<file path="src/rtl/gamepad_input_conditioner_core_macros.svh">
// Assertion macros for the conditioner core.
`ifndef GAMEPAD_INPUT_CONDITIONER_CORE_MACROS_SVH
`define GAMEPAD_INPUT_CONDITIONER_CORE_MACROS_SVH

`ifndef SYNTH
// Check that cons holds in the same cycle as ante.
`define GIC_ASSERT_IMP(lbl, clk, rstn, ante, cons) \
  lbl: assert property (@(posedge clk) disable iff (!rstn) (ante) |-> (cons)) \
    else $error("gic: same-cycle check failed");
// Check that cons holds in the cycle after ante.
`define GIC_ASSERT_NXT(lbl, clk, rstn, ante, cons) \
  lbl: assert property (@(posedge clk) disable iff (!rstn) (ante) |=> (cons)) \
    else $error("gic: next-cycle check failed");
`else
`define GIC_ASSERT_IMP(lbl, clk, rstn, ante, cons)
`define GIC_ASSERT_NXT(lbl, clk, rstn, ante, cons)
`endif

`endif

</file>
<file path="src/rtl/gic_pkg.sv">
package gic_pkg;

  // Field widths
  localparam int KEYS_W = 18;
  localparam int RAW_W  = 9;
  localparam int BTN_W  = 16;
  localparam int STK_W  = 8;
  localparam int CFG_W  = 54;
  localparam int IDX_W  = 3;

  // Configuration register indexes
  typedef enum logic [IDX_W-1:0] {
    CFG_DEAD_ZONE  = 3'd0,
    CFG_FULL_RANGE = 3'd1,
    CFG_CURVE_MODE = 3'd2,
    CFG_STEER_MODE = 3'd3,
    CFG_BINDS_A    = 3'd4,
    CFG_BINDS_B    = 3'd5,
    CFG_BINDS_C    = 3'd6
  } cfg_idx_e;

  // Register reset values
  localparam logic [6:0]       DEAD_ZONE_RST  = 7'd16;
  localparam logic [7:0]       FULL_RANGE_RST = 8'd145;
  localparam logic [CFG_W-1:0] BINDS_A_RST    = 54'd2251799866638337;
  localparam logic [CFG_W-1:0] BINDS_B_RST    = 54'd1125899915231252;
  localparam logic [KEYS_W-1:0] BINDS_C_RST   = 18'd256;

  // Curve and steering modes
  localparam logic [1:0] CURVE_LINEAR = 2'd0;
  localparam logic [1:0] CURVE_SOFT   = 2'd1;
  localparam logic [1:0] STEER_OFF    = 2'd0;
  localparam logic [1:0] STEER_RAMP   = 2'd2;

  // Output scaling
  localparam int         FULL_OUT_INT  = 80;
  localparam int         RAMP_BASE_INT = 24;
  localparam logic [6:0] FULL_OUT      = 7'd80;
  localparam logic [6:0] RAMP_BASE     = 7'd24;
  localparam int         RAMP_STEPS_DEF = 8;

  // Divide by five through a reciprocal, exact below 1024
  localparam logic [7:0] RECIP5       = 8'd205;
  localparam int         RECIP5_SHIFT = 10;

  // Deadzone divider: 15-bit numerator, three quotient bits per step
  localparam int NUM_W     = 15;
  localparam int DIV_BITS  = 3;
  localparam int DIV_STEPS = NUM_W / DIV_BITS;
  localparam int DCNT_W    = $clog2(DIV_STEPS);

  // Key positions
  localparam int KEY_DU = 10;
  localparam int KEY_DD = 11;
  localparam int KEY_DL = 12;
  localparam int KEY_DR = 13;
  localparam int KEY_CL = 16;
  localparam int KEY_CR = 17;

  // Target button bits
  localparam logic [BTN_W-1:0] BTN_ACCEL = 16'h8000;
  localparam logic [BTN_W-1:0] BTN_BOOST = 16'h4000;
  localparam logic [BTN_W-1:0] BTN_SLIDE_L = 16'h2000;
  localparam logic [BTN_W-1:0] BTN_PAUSE = 16'h1000;
  localparam logic [BTN_W-1:0] BTN_DU    = 16'h0800;
  localparam logic [BTN_W-1:0] BTN_DD    = 16'h0400;
  localparam logic [BTN_W-1:0] BTN_DL    = 16'h0200;
  localparam logic [BTN_W-1:0] BTN_DR    = 16'h0100;
  localparam logic [BTN_W-1:0] BTN_SLIDE_R = 16'h0010;
  localparam logic [BTN_W-1:0] BTN_CAMERA = 16'h0008;
  localparam logic [BTN_W-1:0] BTN_BRAKE = 16'h0004;
  localparam logic [BTN_W-1:0] BTN_CL    = 16'h0002;
  localparam logic [BTN_W-1:0] BTN_CR    = 16'h0001;

  // Controller to datapath
  typedef struct packed {
    logic capture;   // latch item, prime divider for x
    logic div_step;  // three divider iterations
    logic shape;     // saturate and form curve polynomial
    logic scale;     // reciprocal divide, sign, store axis
    logic commit;    // steer, update counters, load result
    logic sel_y;     // axis in work
  } cmd_t;

  typedef struct packed {
    logic div_last;
  } status_t;

endpackage

</file>
<file path="src/rtl/gic_if.sv">
interface gic_in_if;
  logic                                    valid;
  logic                                    ready;
  logic        [gic_pkg::KEYS_W-1:0]       held_keys;
  logic signed [gic_pkg::RAW_W-1:0]        raw_x;
  logic signed [gic_pkg::RAW_W-1:0]        raw_y;

  modport source (output valid, held_keys, raw_x, raw_y, input ready);
  modport sink   (input valid, held_keys, raw_x, raw_y, output ready);
endinterface

interface gic_out_if;
  logic                                    valid;
  logic                                    ready;
  logic        [gic_pkg::BTN_W-1:0]        buttons;
  logic signed [gic_pkg::STK_W-1:0]        stick_x;
  logic signed [gic_pkg::STK_W-1:0]        stick_y;

  modport source (output valid, buttons, stick_x, stick_y, input ready);
  modport sink   (input valid, buttons, stick_x, stick_y, output ready);
endinterface

</file>
<file path="src/rtl/gic_ctrl.sv">
`include "gamepad_input_conditioner_core_macros.svh"

module gic_ctrl (
  input  logic             clk_i,
  input  logic             rst_ni,
  input  logic             in_valid_i,
  output logic             in_ready_o,
  output logic             out_valid_o,
  input  logic             out_ready_i,
  output gic_pkg::cmd_t    cmd_o,
  input  gic_pkg::status_t status_i
);

  typedef enum logic [4:0] {
    S_IDLE  = 5'b00001,
    S_DIV   = 5'b00010,
    S_SHAPE = 5'b00100,
    S_SCALE = 5'b01000,
    S_FIN   = 5'b10000
  } state_e;

  state_e state_q, state_d;
  logic   sel_y_q, sel_y_d;
  logic   out_valid_q, out_valid_d;
  logic   commit;

  assign in_ready_o  = (state_q == S_IDLE);
  assign out_valid_o = out_valid_q;
  assign commit      = (state_q == S_FIN) && (!out_valid_q || out_ready_i);

  always_comb begin
    state_d = state_q;
    sel_y_d = sel_y_q;
    case (state_q)
      S_IDLE: begin
        if (in_valid_i) begin
          state_d = S_DIV;
          sel_y_d = 1'b0;
        end
      end
      S_DIV: begin
        if (status_i.div_last) state_d = S_SHAPE;
      end
      S_SHAPE: state_d = S_SCALE;
      S_SCALE: begin
        if (sel_y_q) begin
          state_d = S_FIN;
        end else begin
          state_d = S_DIV;
          sel_y_d = 1'b1;
        end
      end
      S_FIN: begin
        if (commit) state_d = S_IDLE;
      end
      default: state_d = S_IDLE;
    endcase
  end

  always_comb begin
    cmd_o          = '0;
    cmd_o.capture  = (state_q == S_IDLE) && in_valid_i;
    cmd_o.div_step = (state_q == S_DIV);
    cmd_o.shape    = (state_q == S_SHAPE);
    cmd_o.scale    = (state_q == S_SCALE);
    cmd_o.commit   = commit;
    cmd_o.sel_y    = sel_y_q;
  end

  // Hold the result until taken; a commit always finds the register free.
  assign out_valid_d = commit ? 1'b1 : (out_ready_i ? 1'b0 : out_valid_q);

  always_ff @(posedge clk_i or negedge rst_ni) begin
    if (!rst_ni) begin
      state_q     <= S_IDLE;
      sel_y_q     <= 1'b0;
      out_valid_q <= 1'b0;
    end else begin
      state_q     <= state_d;
      sel_y_q     <= sel_y_d;
      out_valid_q <= out_valid_d;
    end
  end

  `GIC_ASSERT_IMP(a_commit_free, clk_i, rst_ni, cmd_o.commit, (!out_valid_q || out_ready_i))
  `GIC_ASSERT_NXT(a_accept_starts_x, clk_i, rst_ni, (in_valid_i && in_ready_o), (state_q == S_DIV && !sel_y_q))
  `GIC_ASSERT_NXT(a_div_runs, clk_i, rst_ni, (state_q == S_DIV && !status_i.div_last), (state_q == S_DIV))
  `GIC_ASSERT_IMP(a_result_from_fin, clk_i, rst_ni, $rose(out_valid_q), $past(state_q == S_FIN))
  `GIC_ASSERT_NXT(a_y_follows_x, clk_i, rst_ni, (state_q == S_SCALE && !sel_y_q), (state_q == S_DIV && sel_y_q))

endmodule

</file>
<file path="src/rtl/gic_datapath.sv">
module gic_datapath #(
  parameter int RAMP_STEPS = gic_pkg::RAMP_STEPS_DEF
) (
  input  logic                               clk_i,
  input  logic                               rst_ni,
  input  gic_pkg::cmd_t                      cmd_i,
  output gic_pkg::status_t                   status_o,
  input  logic [gic_pkg::KEYS_W-1:0]         held_keys_i,
  input  logic signed [gic_pkg::RAW_W-1:0]   raw_x_i,
  input  logic signed [gic_pkg::RAW_W-1:0]   raw_y_i,
  input  logic                               cfg_we_i,
  input  logic [gic_pkg::IDX_W-1:0]          cfg_idx_i,
  input  logic [gic_pkg::CFG_W-1:0]          cfg_wdata_i,
  output logic [gic_pkg::BTN_W-1:0]          buttons_o,
  output logic signed [gic_pkg::STK_W-1:0]   stick_x_o,
  output logic signed [gic_pkg::STK_W-1:0]   stick_y_o
);

  localparam int CNT_W   = $clog2(RAMP_STEPS + 1);
  localparam int RampInc = (gic_pkg::FULL_OUT_INT - gic_pkg::RAMP_BASE_INT) / RAMP_STEPS;
  localparam int NW      = gic_pkg::NUM_W;
  localparam int KW      = gic_pkg::KEYS_W;

  // Configuration
  logic [6:0]    dz_q;
  logic [7:0]    fr_q;
  logic [1:0]    curve_q;
  logic [1:0]    steer_q;
  logic [gic_pkg::CFG_W-1:0] bind_a_q, bind_b_q;
  logic [KW-1:0] bind_c_q;

  // Item and axis state
  logic [KW-1:0]        keys_q;
  logic signed [8:0]    raw_y_q;
  logic                 neg_q, zero_q;
  logic [NW-1:0]        num_q, quo_q;
  logic [7:0]           rem_q;
  logic [gic_pkg::DCNT_W-1:0] dcnt_q;
  logic [6:0]           s_q;
  logic [13:0]          poly_q;
  logic signed [7:0]    ax_x_q, ax_y_q;
  logic [CNT_W-1:0]     cnt_x_q, cnt_y_q;
  logic [gic_pkg::BTN_W-1:0] buttons_q;
  logic signed [7:0]    stick_x_q, stick_y_q;

  // Divider set-up
  logic              init;
  logic signed [8:0] v_sel;
  logic [8:0]        mag, diff;
  logic [NW-1:0]     num_init;
  logic [7:0]        span;

  assign init  = cmd_i.capture || (cmd_i.scale && !cmd_i.sel_y);
  assign v_sel = cmd_i.capture ? raw_x_i : raw_y_q;
  assign mag   = v_sel[8] ? 9'(-v_sel) : 9'(v_sel);
  assign diff  = mag - {2'b00, dz_q};
  assign num_init = NW'({diff, 6'b0}) + NW'({diff, 4'b0});
  assign span  = (fr_q > {1'b0, dz_q}) ? (fr_q - {1'b0, dz_q}) : 8'd1;

  // Three restoring iterations per step
  logic [7:0]    rem_n;
  logic [NW-1:0] num_n, quo_n;
  logic [8:0]    trial;
  always_comb begin
    rem_n = rem_q;
    num_n = num_q;
    quo_n = quo_q;
    trial = '0;
    for (int i = 0; i < gic_pkg::DIV_BITS; i++) begin
      trial = {rem_n, num_n[NW-1]};
      num_n = {num_n[NW-2:0], 1'b0};
      if (trial >= {1'b0, span}) begin
        rem_n = 8'(trial - {1'b0, span});
        quo_n = {quo_n[NW-2:0], 1'b1};
      end else begin
        rem_n = trial[7:0];
        quo_n = {quo_n[NW-2:0], 1'b0};
      end
    end
  end

  assign status_o.div_last = (dcnt_q == gic_pkg::DCNT_W'(gic_pkg::DIV_STEPS - 1));

  // Saturate and form the curve polynomial
  logic [6:0]  s_sat;
  logic [13:0] sq, poly_n;
  assign s_sat = (quo_q > NW'(gic_pkg::FULL_OUT_INT)) ? gic_pkg::FULL_OUT : quo_q[6:0];
  assign sq    = {7'b0, s_sat} * {7'b0, s_sat};
  always_comb begin
    if (curve_q == gic_pkg::CURVE_SOFT) begin
      poly_n = 14'({s_sat, 6'b0}) + 14'({s_sat, 4'b0}) + sq + 14'(gic_pkg::FULL_OUT_INT);
    end else begin
      poly_n = sq + 14'(gic_pkg::FULL_OUT_INT / 2);
    end
  end

  // Divide by 160 or 80: shift, then multiply by the reciprocal of five
  logic [8:0]        x9;
  logic [16:0]       prod;
  logic [6:0]        mag_out;
  logic signed [7:0] ax_n;
  assign x9   = (curve_q == gic_pkg::CURVE_SOFT) ? poly_q[13:5] : poly_q[12:4];
  assign prod = x9 * gic_pkg::RECIP5;
  always_comb begin
    if (zero_q) begin
      mag_out = '0;
    end else if (curve_q == gic_pkg::CURVE_LINEAR) begin
      mag_out = s_q;
    end else begin
      mag_out = prod[gic_pkg::RECIP5_SHIFT +: 7];
    end
  end
  assign ax_n = neg_q ? -$signed({1'b0, mag_out}) : $signed({1'b0, mag_out});

  // Steering
  function automatic logic [CNT_W-1:0] bump(input logic [CNT_W-1:0] c);
    return (c < CNT_W'(RAMP_STEPS)) ? c + 1'b1 : CNT_W'(RAMP_STEPS);
  endfunction

  function automatic logic signed [7:0] steer(input logic nz, input logic dneg,
                                              input logic [CNT_W-1:0] held,
                                              input logic [1:0] mode,
                                              input logic signed [7:0] analog);
    logic [6:0] m;
    logic [6:0] amag;
    m    = gic_pkg::FULL_OUT;
    amag = analog[7] ? 7'(-analog) : analog[6:0];
    if (mode == gic_pkg::STEER_RAMP) begin
      m = gic_pkg::RAMP_BASE + 7'(held * RampInc);
      if (m > gic_pkg::FULL_OUT) m = gic_pkg::FULL_OUT;
    end
    if (!nz || amag > m) return analog;
    return dneg ? -$signed({1'b0, m}) : $signed({1'b0, m});
  endfunction

  logic             dx_nz, dy_nz;
  logic [CNT_W-1:0] cnt_x_n, cnt_y_n;
  logic [gic_pkg::BTN_W-1:0] btn_n;
  logic signed [7:0] sx_n, sy_n;

  assign dx_nz = keys_q[gic_pkg::KEY_DR] ^ keys_q[gic_pkg::KEY_DL];
  assign dy_nz = keys_q[gic_pkg::KEY_DU] ^ keys_q[gic_pkg::KEY_DD];

  always_comb begin
    if (steer_q == gic_pkg::STEER_OFF) begin
      cnt_x_n = '0;
      cnt_y_n = '0;
      sx_n    = ax_x_q;
      sy_n    = ax_y_q;
    end else begin
      cnt_x_n = dx_nz ? bump(cnt_x_q) : '0;
      cnt_y_n = dy_nz ? bump(cnt_y_q) : '0;
      sx_n    = steer(dx_nz, keys_q[gic_pkg::KEY_DL], cnt_x_n, steer_q, ax_x_q);
      sy_n    = steer(dy_nz, keys_q[gic_pkg::KEY_DD], cnt_y_n, steer_q, ax_y_q);
    end
  end

  always_comb begin
    btn_n = '0;
    if (|(keys_q & bind_a_q[0 +: KW]))    btn_n |= gic_pkg::BTN_ACCEL;
    if (|(keys_q & bind_a_q[KW +: KW]))   btn_n |= gic_pkg::BTN_BOOST;
    if (|(keys_q & bind_a_q[2*KW +: KW])) btn_n |= gic_pkg::BTN_BRAKE;
    if (|(keys_q & bind_b_q[0 +: KW]))    btn_n |= gic_pkg::BTN_SLIDE_L;
    if (|(keys_q & bind_b_q[KW +: KW]))   btn_n |= gic_pkg::BTN_SLIDE_R;
    if (|(keys_q & bind_b_q[2*KW +: KW])) btn_n |= gic_pkg::BTN_CAMERA;
    if (|(keys_q & bind_c_q))             btn_n |= gic_pkg::BTN_PAUSE;
    if (keys_q[gic_pkg::KEY_DU]) btn_n |= gic_pkg::BTN_DU;
    if (keys_q[gic_pkg::KEY_DD]) btn_n |= gic_pkg::BTN_DD;
    if (keys_q[gic_pkg::KEY_DL]) btn_n |= gic_pkg::BTN_DL;
    if (keys_q[gic_pkg::KEY_DR]) btn_n |= gic_pkg::BTN_DR;
    if (keys_q[gic_pkg::KEY_CL]) btn_n |= gic_pkg::BTN_CL;
    if (keys_q[gic_pkg::KEY_CR]) btn_n |= gic_pkg::BTN_CR;
  end

  // Control and configuration registers
  always_ff @(posedge clk_i or negedge rst_ni) begin
    if (!rst_ni) begin
      dz_q     <= gic_pkg::DEAD_ZONE_RST;
      fr_q     <= gic_pkg::FULL_RANGE_RST;
      curve_q  <= gic_pkg::CURVE_LINEAR;
      steer_q  <= gic_pkg::STEER_OFF;
      bind_a_q <= gic_pkg::BINDS_A_RST;
      bind_b_q <= gic_pkg::BINDS_B_RST;
      bind_c_q <= gic_pkg::BINDS_C_RST;
      dcnt_q   <= '0;
      cnt_x_q  <= '0;
      cnt_y_q  <= '0;
    end else begin
      if (cfg_we_i) begin
        case (gic_pkg::cfg_idx_e'(cfg_idx_i))
          gic_pkg::CFG_DEAD_ZONE:  dz_q     <= cfg_wdata_i[6:0];
          gic_pkg::CFG_FULL_RANGE: fr_q     <= cfg_wdata_i[7:0];
          gic_pkg::CFG_CURVE_MODE: curve_q  <= cfg_wdata_i[1:0];
          gic_pkg::CFG_STEER_MODE: steer_q  <= cfg_wdata_i[1:0];
          gic_pkg::CFG_BINDS_A:    bind_a_q <= cfg_wdata_i;
          gic_pkg::CFG_BINDS_B:    bind_b_q <= cfg_wdata_i;
          gic_pkg::CFG_BINDS_C:    bind_c_q <= cfg_wdata_i[KW-1:0];
          default: ;
        endcase
      end
      if (init) begin
        dcnt_q <= '0;
      end else if (cmd_i.div_step) begin
        dcnt_q <= dcnt_q + 1'b1;
      end
      if (cmd_i.commit) begin
        cnt_x_q <= cnt_x_n;
        cnt_y_q <= cnt_y_n;
      end
    end
  end

  // Payload registers
  always_ff @(posedge clk_i) begin
    if (cmd_i.capture) begin
      keys_q  <= held_keys_i;
      raw_y_q <= raw_y_i;
    end
    if (init) begin
      neg_q  <= v_sel[8];
      zero_q <= (mag <= {2'b00, dz_q});
      num_q  <= num_init;
      quo_q  <= '0;
      rem_q  <= '0;
    end else if (cmd_i.div_step) begin
      num_q <= num_n;
      quo_q <= quo_n;
      rem_q <= rem_n;
    end
    if (cmd_i.shape) begin
      s_q    <= s_sat;
      poly_q <= poly_n;
    end
    if (cmd_i.scale) begin
      if (cmd_i.sel_y) ax_y_q <= ax_n;
      else             ax_x_q <= ax_n;
    end
    if (cmd_i.commit) begin
      buttons_q <= btn_n;
      stick_x_q <= sx_n;
      stick_y_q <= sy_n;
    end
  end

  assign buttons_o = buttons_q;
  assign stick_x_o = stick_x_q;
  assign stick_y_o = stick_y_q;

endmodule

</file>
<file path="src/rtl/gamepad_input_conditioner_core.sv">
// Channel  Dir  Handshake     Payload
// in_i     in   valid/ready   held_keys[17:0], raw_x[8:0] s, raw_y[8:0] s
// out_o    out  valid/ready   buttons[15:0], stick_x[7:0] s, stick_y[7:0] s
// cfg      in   cfg_we_i      cfg_idx_i[2:0], cfg_wdata_i[53:0]
//
// An item runs from acceptance to a loaded result in order: an accept step,
// then per axis five divider steps of three quotient bits, a shape step and a
// scale step, then a commit step. The shared deadzone divider sets the rate.
// Reset restores the register defaults and clears both hold counters.
// A stalled output holds the result; the next item is taken meanwhile and
// waits in the commit cycle only if the previous result is still untaken.
module gamepad_input_conditioner_core #(
  parameter int RAMP_STEPS = gic_pkg::RAMP_STEPS_DEF
) (
  input  logic                          clk_i,
  input  logic                          rst_ni,
  gic_in_if.sink                        in_i,
  gic_out_if.source                     out_o,
  input  logic                          cfg_we_i,
  input  logic [gic_pkg::IDX_W-1:0]     cfg_idx_i,
  input  logic [gic_pkg::CFG_W-1:0]     cfg_wdata_i
);

  gic_pkg::cmd_t    cmd;
  gic_pkg::status_t status;

  // Sequence the item: accept, divide, shape, scale per axis, then commit
  gic_ctrl u_ctrl (
    .clk_i       (clk_i),
    .rst_ni      (rst_ni),
    .in_valid_i  (in_i.valid),
    .in_ready_o  (in_i.ready),
    .out_valid_o (out_o.valid),
    .out_ready_i (out_o.ready),
    .cmd_o       (cmd),
    .status_i    (status)
  );

  // Hold configuration, run the arithmetic and keep the result register
  gic_datapath #(
    .RAMP_STEPS (RAMP_STEPS)
  ) u_datapath (
    .clk_i       (clk_i),
    .rst_ni      (rst_ni),
    .cmd_i       (cmd),
    .status_o    (status),
    .held_keys_i (in_i.held_keys),
    .raw_x_i     (in_i.raw_x),
    .raw_y_i     (in_i.raw_y),
    .cfg_we_i    (cfg_we_i),
    .cfg_idx_i   (cfg_idx_i),
    .cfg_wdata_i (cfg_wdata_i),
    .buttons_o   (out_o.buttons),
    .stick_x_o   (out_o.stick_x),
    .stick_y_o   (out_o.stick_y)
  );

endmodule
</file>
<file path="src/flat_wrapper.sv">
// flat-port wrapper written by rule: the top's interface ports become plain ports
module gamepad_input_conditioner_core_flat 
#(
  parameter int RAMP_STEPS = gic_pkg::RAMP_STEPS_DEF
)
  (clk_i, rst_ni, cfg_we_i, cfg_idx_i, cfg_wdata_i, in_i_valid, in_i_held_keys, in_i_raw_x, in_i_raw_y, in_i_ready, out_o_valid, out_o_buttons, out_o_stick_x, out_o_stick_y, out_o_ready);
  gic_in_if in_i_i ();
  gic_out_if out_o_i ();
  input  logic clk_i;
  input  logic rst_ni;
  input  logic cfg_we_i;
  input  logic [gic_pkg::IDX_W-1:0] cfg_idx_i;
  input  logic [gic_pkg::CFG_W-1:0] cfg_wdata_i;
  input wire logic [$bits(in_i_i.valid)-1:0] in_i_valid;
  input wire logic [$bits(in_i_i.held_keys)-1:0] in_i_held_keys;
  input wire logic [$bits(in_i_i.raw_x)-1:0] in_i_raw_x;
  input wire logic [$bits(in_i_i.raw_y)-1:0] in_i_raw_y;
  output wire logic [$bits(in_i_i.ready)-1:0] in_i_ready;
  output wire logic [$bits(out_o_i.valid)-1:0] out_o_valid;
  output wire logic [$bits(out_o_i.buttons)-1:0] out_o_buttons;
  output wire logic [$bits(out_o_i.stick_x)-1:0] out_o_stick_x;
  output wire logic [$bits(out_o_i.stick_y)-1:0] out_o_stick_y;
  input wire logic [$bits(out_o_i.ready)-1:0] out_o_ready;
  assign in_i_i.valid = in_i_valid;
  assign in_i_i.held_keys = in_i_held_keys;
  assign in_i_i.raw_x = in_i_raw_x;
  assign in_i_i.raw_y = in_i_raw_y;
  assign in_i_ready = in_i_i.ready;
  assign out_o_valid = out_o_i.valid;
  assign out_o_buttons = out_o_i.buttons;
  assign out_o_stick_x = out_o_i.stick_x;
  assign out_o_stick_y = out_o_i.stick_y;
  assign out_o_i.ready = out_o_ready;
  gamepad_input_conditioner_core #(.RAMP_STEPS(RAMP_STEPS)) u_core (.clk_i(clk_i), .rst_ni(rst_ni), .in_i(in_i_i), .out_o(out_o_i), .cfg_we_i(cfg_we_i), .cfg_idx_i(cfg_idx_i), .cfg_wdata_i(cfg_wdata_i));
endmodule
</file>
<file path="config.mk">
export PLATFORM = sky130hd
export DESIGN_NAME = gamepad_input_conditioner_core_flat
export DESIGN_NICKNAME = d
export VERILOG_FILES = /design/src/rtl/gic_pkg.sv /design/src/rtl/gic_if.sv /design/src/rtl/gic_ctrl.sv /design/src/rtl/gic_datapath.sv /design/src/rtl/gamepad_input_conditioner_core.sv /design/src/flat_wrapper.sv
export VERILOG_INCLUDE_DIRS = /design/src /design/src/rtl
export SDC_FILE = /design/constraint.sdc
export NUM_CORES = 1
export LEC_CHECK = 0
export BUFFER_PORTS_ARGS = -buffer_cell sky130_fd_sc_hd__buf_2
export CAP_MARGIN = 0
export CELL_PAD_IN_SITES_DETAIL_PLACEMENT = 1
export CELL_PAD_IN_SITES_GLOBAL_PLACEMENT = 1
export CORE_UTILIZATION = 46
export CTS_BUF_LIST = sky130_fd_sc_hd__clkbuf_8
export DETAILED_ROUTE_END_ITERATION = 10
export PLACE_DENSITY_LB_ADDON = 0.12
export SLEW_MARGIN = 15
export SYNTH_ARGS = -nofsm -noshare
export SYNTH_HDL_FRONTEND = slang
export SYNTH_SLANG_ARGS = --single-unit
</file>
<file path="constraint.sdc">
create_clock -name clk_i -period 7.6 [get_ports clk_i]
set_clock_uncertainty 0.1 [all_clocks]
set_input_delay 0 -clock clk_i [delete_from_list [all_inputs] [get_ports clk_i]]
set_output_delay 0 -clock clk_i [all_outputs]
set_load 0.03 [all_outputs]
</file>
== After elaboration in Yosys (flattened, before gate mapping) ==
Cells that the tools add are included.

* Mux-type cells: 66
* Multiply operators: 4
* Equality and inequality tests: 17
* Add/subtract/negate cells: 21
* Magnitude comparators: 12
* Bitwise logic cells: 10
* Reduce and logical (&&, ||, !) cells: 35

{| class="wikitable"
|+ Operator list
! cell !! number
|-
| $and A18 B18 Y18 || 7
|-
| $reduce_or A18 Y1 || 7
|-
| $mux W8 || 13
|-
| $mux W7 || 11
|-
| $mux W15 || 3
|-
| $mux W9 || 4
|-
| $mux W14 || 2
|-
| $mux W4 || 7
|-
| $ge A9 B8 Y1 || 3
|-
| $mux W5 || 5
|-
| $pmux W5 S5 || 1
|-
| $neg A7 Y8 || 3
|-
| $sub A8 B8 Y8 || 3
|-
| $reduce_and A2 Y1 || 10
|-
| $mul A9 B8 Y17 const B || 1
|-
| $mux W16 || 1
|-
| $add A15 B13 Y15 || 1
|-
| $gt A15 B7 Y1 const B || 1
|-
| $add A13 B11 Y14 || 1
|-
| $add A14 B14 Y14 || 1
|-
| $add A14 B6 Y14 const B || 1
|-
| $add A14 B7 Y14 const B || 1
|-
| $add A5 B7 Y7 const A || 2
|-
| $gt A7 B7 Y1 || 2
|-
| 40 further kinds || 74
|}

* Bits in registers: 299
* Logic and storage cells: 193
* Output and inout port bits: 34
* Bits of input ports: 98

== Logic depth before layout (Yosys ltp) ==
Gate-level depths: netlist of the first run.

* Word-level depth: 15
* Mapped depth: 39
* Mapped depth without buffers: 38

== Hierarchy ==
From an unflattened synthesis of the first run, not the netlist that was laid out.

* Cells, all modules: 1,703
* Area, all modules: 18,778.0 um^2

{| class="wikitable"
|+ By module, submodules not included
! module !! area an instance (um^2) !! times used !! seq. area each (um^2) !! cells an instance
|-
| gic_datapath || 18,308.8 || 1 || 7,445.9 || 1,656
|-
| gic_ctrl || 469.2 || 1 || 176.4 || 47
|}

== Least setup slack after synthesis of the first run ==
No wires, ideal clock.

* Path kind: register to register
* Start: register u_core.u_datapath.fr_q[0]
* End: register u_core.u_datapath.rem_q[5]
* Data required time: 7.414 ns
* Stages on the path, launching flop included: 38
* Library setup time: 0.086 ns
* Setup slack: -0.359 ns
* Path buffers: 1
* Clock period less this slack: 7.959 ns
* Arrival: 7.773 ns
* Path through: dfstp_2 inv_1 ha_1 fa_1 inv_1 a21oi_1 o21bai_1 a21o_1 a21o_1 a21oi_1 a41oi_1 or2_2 clkbuf_1 nand2_1 ha_1 a21o_1 a211o_1 nor2_1 [... 2 more ...] inv_1 ha_1 nor2b_4 o211ai_4 a31oi_2 o311ai_1 o311ai_2 a21oi_4 mux2i_1 ha_1 a21o_1 a21o_1 a221oi_2 o21ai_0 a2111oi_2 mux2i_4 mux2i_1 a211oi_1

* Cells in the longest elaborated chain, start to end: 8
* Elaborated cells on any way between the ends: 12
* Classes of those cells: add/sub (4); order compare (4); mux (4)

{| class="wikitable"
|+ Ends and longest elaborated chain
! what !! RTL line !! RTL
|-
| start, declared || gic_datapath.sv:26 || <nowiki>logic [7:0] fr_q;</nowiki>
|-
| start signal, assigned || gic_datapath.sv:179 || <nowiki>fr_q <= gic_pkg::FULL_RANGE_RST;</nowiki>
|-
| start signal, assigned || gic_datapath.sv:192 || <nowiki>gic_pkg::CFG_FULL_RANGE: fr_q <= cfg_wdata_i[7:0];</nowiki>
|-
| $sub A8 B7 Y8 / $gt A8 B7 Y1 (equally long branches) || gic_datapath.sv:58 || <nowiki>assign span = (fr_q > {1'b0, dz_q}) ? (fr_q - {1'b0, dz_q}) : 8'd1;</nowiki>
|-
| $mux W8 (*) || gic_datapath.sv:58 ||
|-
| $sub A8 B8 Y8 / $ge A9 B8 Y1 (equally long branches) || gic_datapath.sv:73, gic_datapath.sv:72 ||
|-
| $mux W8 || gic_datapath.sv:72 || <nowiki>if (trial >= {1'b0, span}) begin</nowiki>
|-
| $sub A8 B8 Y8 / $ge A9 B8 Y1 (equally long branches) || gic_datapath.sv:73, gic_datapath.sv:72 ||
|-
| $mux W8 || gic_datapath.sv:72 ||
|-
| $sub A8 B8 Y8 / $ge A9 B8 Y1 (equally long branches) || gic_datapath.sv:73, gic_datapath.sv:72 ||
|-
| $mux W8 (*) || gic_datapath.sv:72 ||
|-
| end signal, assigned || gic_datapath.sv:228 || <nowiki>rem_q <= rem_n;</nowiki>
|-
| end, declared || gic_datapath.sv:37 || <nowiki>logic [7:0] rem_q;</nowiki>
|}

Mark *: on every way between the ends. The rest lies on a longest branch, timed or not.
A chain may end at the register's enable or synchronous reset.

== Final worst setup path of the first run ==
* Start: register u_core.u_datapath.fr_q[0]
* End: register u_core.u_datapath.rem_q[3]

The elaborated chain is that of the path after synthesis.

==> impl_metrics.toml, run 1 <==
[sta]
rsz0062_at_grt = "yes"
setup_viol = 0
fin_tns_setup_ps = 0
slew_viol_final = 0
setup_ws_ps = 113.4
hold_viol = 0
period_share = 0.9851
fmax_ghz = 0.1336
min_period_ps = 7487
relSlewSlack = 0.2392
worst_pin_slew_ps = 1135

[route]
drtAntennaViolNets = 0
wl_per_cell_um = 21.90
wirelength_mm = 58.46
drc = 0
drt_pass1_iterations = 6
dr.first_iter.drc_count = 748
vias = 14970
vias_per_cell = 5.608

[final_layout]
fillers = 4269
nets = 2429
stdcell_area_um2 = 23740
multi_input_area_um2 = 11010
syn_to_final_growth_pct = 25.71
fin_cells = 2669
drive_gt1_frac = 0.2683
seqCellArea_um2 = 7624

[clocking]
clock_sinks = 288
cts_buffers = 52
clk_pin_slew_ps = 70
cts_tree = "yes"
root_buffer = "clkbuf_8"
cts_buffer_depth = 3
clk-insertion-delay-late_ps = 650
htree_levels = 2

[logic_synthesis]
yosys.area.top_type = "dfrtp_1"
syn-cell-area_um2 = 18890
synth-seq-cells = 288
yosys.cell_count.top_type = "ha_1"
ys.warnings.count = 0
syn_inst = 1747
synthFlopType = "dfrtp_1"
async_reset_ff_frac = 0.5660
synth_edf_count = 102
netlist.area_leader.share = 0.1948
synth_area_per_cell_um2 = 10.81
yosysSeqAreaShare = 0.4036
synth_cell_types = 88
synth_common_cells = "ha_1, inv_1, mux2_2"
synth.top_cells.by_area = "dfrtp_1, edfxtp_1, ha_1"

[floorplan]
ioPinCount = 132
die_h_um = 204.6
row_count = 73
die_area_um2 = 41870
die_w_um = 204.6
start_util = 0.4710
core_area_um2 = 40100

[setup_path]
r2r-end = "u_core.u_datapath.rem_q[3]"
endpoint = "u_core.u_datapath.rem_q[3]"
cp_max_fo = 8
cp.arrival_ps = 7840
cp_slowest_cell = "dfstp_2"
end_kind = "flip-flop"
crit_path_start = "u_core.u_datapath.fr_q[0]"
reg2regPathDepth = 40
regToRegSetupSlack_ps = 110
start_kind = "flip-flop"
required_ps = 7950
slowest_delay_ps = 530
criticalPathCategory = "flip-flop to flip-flop"
timing.critical_path.mode_cell = "a21o_1"
r2r_start = "u_core.u_datapath.fr_q[0]"

[place]
place_area_um2 = 20560
dp_hpwl_mm = 38.82
preCtsSetupSlack_ps = -256.1
dpl.cell_count = 2419
gp_congestion = 0.8182
port_buffers = 128

[job]
drv_cap = 0

[status]
status = "completed"

[grt]
grt.overflow.total = 0
grt_use_total = 0.2817
grt_pass1_vias = 16440
grt_max_degree = 87
grt_first_pass_wirelength_mm = 90.93
antenna_found_initial = 2

[worst_hold_path]
hp-class = "input port to flip-flop"
[per-stage QoR]
stage,hold WS [ps],util
6_report,54.21,0.5921
5_1_grt,30.04,0.5921
4_1_cts,0.07344,0.5788
3_5_place_dp,48.87,0.5128
3_3_place_gp,50.26,0.5128
2_1_floorplan,-395.6,-
[worst max-delay path: cells and delay by family (launching register included)]
kind                     cells  cell delay (ps)
AO/OA/AOI/OAI               22             3720
AND/OR/NAND/NOR              5              660
multiplexers                 3              520
flip-flops                   1              530
buffers and inverters        5              520
adder cells (fa/ha/maj)      5             1280
[per-layer routing]
metal	track usage	vias up	wire (µm)
li1	-	6941	-
met1	0.3407	7523	24300
met2	0.5062	374	29640
met3	0.03961	129	2564
met5	0	-	12
met4	0.1018	2	1936
[repair_timing]
action,4_1_cts,5_1_grt
gates resized for setup,17,79
setup buffers,4,18
endpoints found under the setup margin,9,13
pin swaps,14,39
endpoints found under the hold margin,273,0
cloned,1,0
hold buffers,128,0
[cells in the final DEF, fill, tap and decap left out, types with 67 or more instances in the layout]
cell type,count
dlygate4sd3_1,127
ha_1,165
nor2_1,80
edfxtp_1,102
nand2_1,139
buf_2,127
dfrtp_1,146
o21ai_0,67
mux2_2,152
inv_1,177
buf_4,87
[logic make-up after synthesis]
group | Yosys count | synth area share
compound gates | 329 | 0.1207
buf+inv | 215 | 0.04452
flops | 288 | 0.4036
mux | 178 | 0.1060
xor+xnor | 97 | 0.04618
fa+ha+maj | 232 | 0.1736
simple gates | 407 | 0.1052
other cells | 1 | 0.0001986
[final cells by class]
class | count | area share
well taps | 525 | 0.02767
clock buffers | 65 | 0.03768
clock inverters | 33 | 0.01265
repair buffers | 345 | 0.1108
flip-flops and latches | 288 | 0.3211
multi-input cells | 1247 | 0.4639
inverters | 165 | 0.02609
diodes | 1 | 0.0001054
[worst min path at each step]
stage / slack (ps) / startpoint / end / cells after the start
2_1_floorplan: -400 / rst_ni / u_core.u_ctrl.out_valid_o / 0
3_3_place_gp: 50 / rst_ni / u_core.u_datapath.bind_b_q[42] / 1
3_5_place_dp: 50 / rst_ni / u_core.u_datapath.bind_b_q[42] / 1
4_1_cts: 0.07 / cfg_wdata_i[24] / u_core.u_datapath.bind_b_q[24] / 3
5_1_grt: 30 / in_i_raw_y[8] / u_core.u_datapath.raw_y_q[8] / 2
6_report: 50 / cfg_wdata_i[42] / u_core.u_datapath.bind_a_q[42] / 3
[state kept, by name (all words and copies together), names as in the netlist, 10 cells and up]
name                         cells
u_core.u_datapath.bind_a_q      54
u_core.u_datapath.bind_b_q      54
u_core.u_datapath.bind_c_q      18
u_core.u_datapath.buttons_o     13
u_core.u_datapath.keys_q        18
u_core.u_datapath.num_q         11
u_core.u_datapath.poly_q        10
u_core.u_datapath.quo_q         15
Power of run 1 is left out: the tool's default activity adds up to more than one toggle a clock period on the data nets, which glitch-free logic cannot reach.
==> inputs of run 2 (changes only) <==
Settings changed: CTS_CLUSTER_SIZE from default to 14, PLACE_DENSITY_LB_ADDON 0.12 to 0.1.
==> run 2 against run 1 <==
Against the previous run: core utilization down 0.26 points; flip-flop and latch count stayed put; die area unchanged; count of clock-buffer cells in the layout shrank 3; critical endpoint is now u_core.u_datapath.rem_q[2]; design area shrank 0.44%; sequential share of layout area up 0.14 points; fmax down 2.3%; the flow now finishes with violations (setup timing); critical path depth is 2 lower.
==> impl_metrics.toml, run 2 (synthesis results as in run 1) <==
[status]
status = "finished with violations"
violations = "setup timing"

[clocking]
cts_buffers = 51
cts_tree = "yes"
clk_pin_slew_ps = 70
clock_sinks = 288
htree_levels = 2
clk-insertion-delay-late_ps = 660
cts_buffer_depth = 3
root_buffer = "clkbuf_8"

[place]
place_area_um2 = 20550
port_buffers = 128
dp_hpwl_mm = 39.05
gp_congestion = 0.8579

[route]
drtAntennaViolNets = 0
drc = 0
drt_pass1_iterations = 5
wl_per_cell_um = 21.74
vias_per_cell = 5.585
dr.first_iter.drc_count = 643
vias = 14940
wirelength_mm = 58.16

[grt]
grt_first_pass_wirelength_mm = 90.85
antenna_found_initial = 1
grt_pass1_vias = 16600
grt.overflow.total = 0
grt_use_total = 0.2798
grt_max_degree = 84

[setup_path]
cp_slowest_cell = "dfstp_2"
slowest_delay_ps = 530
required_ps = 7960
criticalPathCategory = "flip-flop to flip-flop"
end_kind = "flip-flop"
cp.arrival_ps = 8020
regToRegSetupSlack_ps = -60
start_kind = "flip-flop"
cp_max_fo = 8

[sta]
relSlewSlack = 0.2469
fin_tns_setup_ps = -60.66
period_share = 1.008
fmax_ghz = 0.1305
fin_hold_ws_ps = 36.54
worst_pin_slew_ps = 1126
setup_ws_ps = -60.66
slew_viol_final = 0
hold_viol = 0
rsz0062_at_grt = "yes"
min_period_ps = 7661
setup_viol = 1

[final_layout]
final_common_cell = "inv_1"
fillers = 4276
stdcell_area_um2 = 23640
syn_to_final_growth_pct = 25.15
reg_top3 = "u_core.u_datapath.bind_a_q x54, u_core.u_datapath.bind_b_q x54"
nets = 2436
drive_gt1_frac = 0.2680
mostFrequentLayoutCells = "inv_1, ha_1, mux2_2"

[floorplan]
start_util = 0.4710
ioPinCount = 132
row_count = 73
die_w_um = 204.6
die_h_um = 204.6
die_area_um2 = 41870
core_area_um2 = 40100

[worst_hold_path]
hp-class = "input port to flip-flop"

[job]
drv_cap = 0
-- run 2: changes by cell type in the layout (fill, tap and decap cells not counted), moves of 3 or more --
| cell | previous run | this run |
|---|---|---|
| inv_1 | 177 | 182 |
| buf_4 | 87 | 96 |
| clkbuf_8 | 65 | 62 |
| bufinv_16 | 5 | 1 |
-- run 2: final timing paths --
check	start	to	cells past startpoint
max	u_core.u_datapath.fr_q[0]	u_core.u_datapath.rem_q[2]	38
min	cfg_wdata_i[53]	u_core.u_datapath.bind_b_q[53]	3
max reg2reg	u_core.u_datapath.fr_q[0]	u_core.u_datapath.rem_q[2]	38
min reg2reg	u_core.u_datapath.quo_q[13]	u_core.u_datapath.quo_q[13]	2
max in group asynchronous	rst_ni	u_core.u_datapath.fr_q[3]	4
min in group asynchronous	rst_ni	u_core.u_datapath.bind_a_q[51]	3
-- run 2: through the flow --
| stage | util | std cells | worst slack, ps |
|---|---|---|---|
| detailed placement | 0.5126 | 2418 | -322.3 |
| global route | 0.5894 | 2674 | -376.8 |
| finish | 0.5894 | 2675 | -60.66 |
| global placement | 0.5126 | 2418 | 23.92 |
| floorplan | - | 1749 | -1.771 |
| CTS | 0.5766 | 2656 | 18.52 |
-- run 2: layer usage --
| metal | wire length [µm] | track usage |
|---|---|---|
| met3 | 2301 | 0.04041 |
| met1 | 24350 | 0.3328 |
| met2 | 29290 | 0.4990 |
| met5 | 0 | 0 |
| met4 | 2217 | 0.1215 |
-- run 2: layout make-up --
class	count	area (µm²)	area share
Tap cell	525	656.9	0.02779
Multi-Input combinational cell	1247	11000	0.4655
Timing Repair Buffer	353	2686	0.1137
Clock inverter	34	192.7	0.008152
Antenna cell	1	2.502	0.0001059
Sequential cell	288	7622	0.3225
Inverter	165	619.3	0.02620
Clock buffer	62	853.3	0.03610
-- run 2: worst max-delay path: cells and delay by family (launching register included) --
| kind | cells | cell delay [ps] |
|---|---|---|
| adders and majority gates | 5 | 1320 |
| muxes | 3 | 740 |
| and+or+nand+nor | 3 | 470 |
| buffers and inverters | 5 | 620 |
| AOI/OAI and AO/OA | 22 | 3720 |
| DFF | 1 | 530 |
-- run 2: what timing repair did --
action / 4_1_cts / 5_1_grt
hold endpoints to repair: 269 / 0
hold buffers: 128 / 0
pin swaps: 15 / 32
endpoints found under the setup margin: 9 / 13
cloned: 1 / 0
resized for setup: 17 / 72
setup buffers: 13 / 18
Power of run 2 is left out for the same reason.
==> inputs of run 3 (changes only) <==
Settings changed: CORE_UTILIZATION 46 to 40.
==> run 3 against run 2 <==
Against the previous run: the flow now finishes without violations; cell count rose by 2.9%; global-route usage decreased by 4.3 points; register-to-register slack improved by 90 ps; count of clock-buffer cells in the layout fell by 1; die area rose by 15%; non-clock buffer count is 5 lower; flip-flop and latch count unchanged; via count down 2.5%; hold slack better by 13 ps.
==> impl_metrics.toml, run 3 (synthesis results as in run 1) <==
[clocking]
htree_levels = 2
cts_buffers = 51
cts_buffer_depth = 3
root_buffer = "clkbuf_8"
clk-insertion-delay-late_ps = 670
clock_sinks = 288
cts_tree = "yes"
clk_pin_slew_ps = 60

[setup_path]
cp_slowest_cell = "dfstp_2"
cp.arrival_ps = 7930
required_ps = 7960
criticalPathCategory = "flip-flop to flip-flop"
r2r-end = "u_core.u_datapath.rem_q[3]"
start_kind = "flip-flop"
slowest_delay_ps = 520
regToRegSetupSlack_ps = 30
r2r_start = "u_core.u_datapath.fr_q[0]"
cp_max_fo = 8
end_kind = "flip-flop"
reg2regPathDepth = 38
timing.critical_path.mode_cell = "a21o_1"

[route]
drc = 0
wirelength_mm = 55.85
dr.first_iter.drc_count = 855
drtAntennaViolNets = 0
vias_per_cell = 5.292
vias = 14570
drt_pass1_iterations = 5
wl_per_cell_um = 20.29

[worst_hold_path]
hp-class = "input port to flip-flop"
hold_depth = 2
hp-start = "in_i_raw_y[4]"
holdPathEnd = "u_core.u_datapath.raw_y_q[4]"

[sta]
rsz0062_at_grt = "yes"
min_period_ps = 7566
hold_viol = 0
slew_viol_final = 0
period_share = 0.9955
setup_viol = 0
fin_hold_ws_ps = 49.37
worst_pin_slew_ps = 1134
relSlewSlack = 0.2399
fmax_ghz = 0.1322

[final_layout]
mostFrequentLayoutCells = "inv_1, ha_1, mux2_2"
drive_gt1_frac = 0.2710
nets = 2431
fillers = 5028
seqCellArea_um2 = 7625
fin_cells = 2753
syn_to_final_growth_pct = 25.69
reg_top3 = "u_core.u_datapath.bind_a_q x54, u_core.u_datapath.bind_b_q x54"
multi_input_area_um2 = 11000
final_common_cell = "inv_1"

[grt]
antenna_found_initial = 5
grt_first_pass_wirelength_mm = 88.18
grt_max_degree = 69
grt_use_total = 0.2366
grt.overflow.total = 0
grt_pass1_vias = 16030

[floorplan]
row_count = 79
ioPinCount = 132
die_area_um2 = 48090
start_util = 0.4057
die_w_um = 219.3
core_area_um2 = 46560
die_h_um = 219.3

[job]
drv_cap = 0

[place]
gp_congestion = 0.8555
dpl.cell_count = 2506
port_buffers = 128
dp_hpwl_mm = 39.36

[status]
status = "completed"
## run 3: cell types whose count changed in the layout (fill, tap and decap cells not counted), moves of 3 or more
cell,change
a21oi_2,-3
buf_6,+3
clkinv_1,-3
clkinv_2,+4
dlygate4sd3_1,-6
o21ai_2,-4
o21ai_4,+3
## run 3: how the worst max path moves through the flow
stage / startpoint / end / slack, ps / depth (start not counted)
2_1_floorplan: u_core.u_datapath.fr_q[0] / u_core.u_datapath.rem_q[5] / -2 / 37
3_3_place_gp: u_core.u_datapath.fr_q[0] / u_core.u_datapath.rem_q[5] / -9 / 35
3_5_place_dp: u_core.u_datapath.fr_q[0] / u_core.u_datapath.rem_q[5] / -270 / 35
4_1_cts: u_core.u_datapath.fr_q[0] / u_core.u_datapath.rem_q[5] / 4 / 36
5_1_grt: u_core.u_datapath.fr_q[0] / u_core.u_datapath.rem_q[3] / -300 / 38
6_report: u_core.u_datapath.fr_q[0] / u_core.u_datapath.rem_q[3] / 30 / 38
## run 3: repair_timing
action,CTS,global route
hold buffers,122,0
hold endpoints to repair,286,0
pin swaps,14,33
gates resized for setup,19,77
gates cloned,1,0
endpoints found under the setup margin,9,13
buffers inserted,12,15
## run 3: cell type report
cell class	instances	area share
multi-input cells	1247	0.4636
repair buffers	348	0.1111
clock buffers	61	0.03537
inverters	165	0.02609
flip-flops and latches	288	0.3212
clock inverters	35	0.01038
well taps	607	0.03200
diodes	2	0.0002108
## run 3: routing by layer
| metal | GRT usage | vias to the layer above | wire length [µm] | share of wire |
|---|---|---|---|---|
| li1 | - | 6944 | - | - |
| met1 | 0.2981 | 7289 | 24710 | 0.44 |
| met2 | 0.4072 | 235 | 27470 | 0.49 |
| met3 | 0.04047 | 94 | 1983 | 0.036 |
| met4 | 0.08032 | 6 | 1649 | 0.030 |
| met5 | 0 | - | 36 | 0.00064 |
## run 3: worst max-delay path: cells and delay by family (launching register included)
kind / cells / cell delay (ps)
flops: 1 / 520
compound gates: 20 / 3760
buf+inv: 5 / 510
mux: 3 / 510
fa+ha+maj: 5 / 1250
simple gates: 5 / 710
## run 3: through the flow
stage | TNS [ps] | cell area, µm² | worst slack (ps) | utilization
after floorplan | -1.771 | 18970 | -1.771 | -
after global placement | -8.815 | 20700 | -8.815 | 0.4447
after detailed placement | -1758 | 20700 | -273.0 | 0.4447
after CTS | 0 | 23230 | 4.057 | 0.4990
after global routing | -1797 | 23730 | -295.5 | 0.5098
final | 0 | 23740 | 33.99 | 0.5099
Power of run 3 is left out for the same reason.
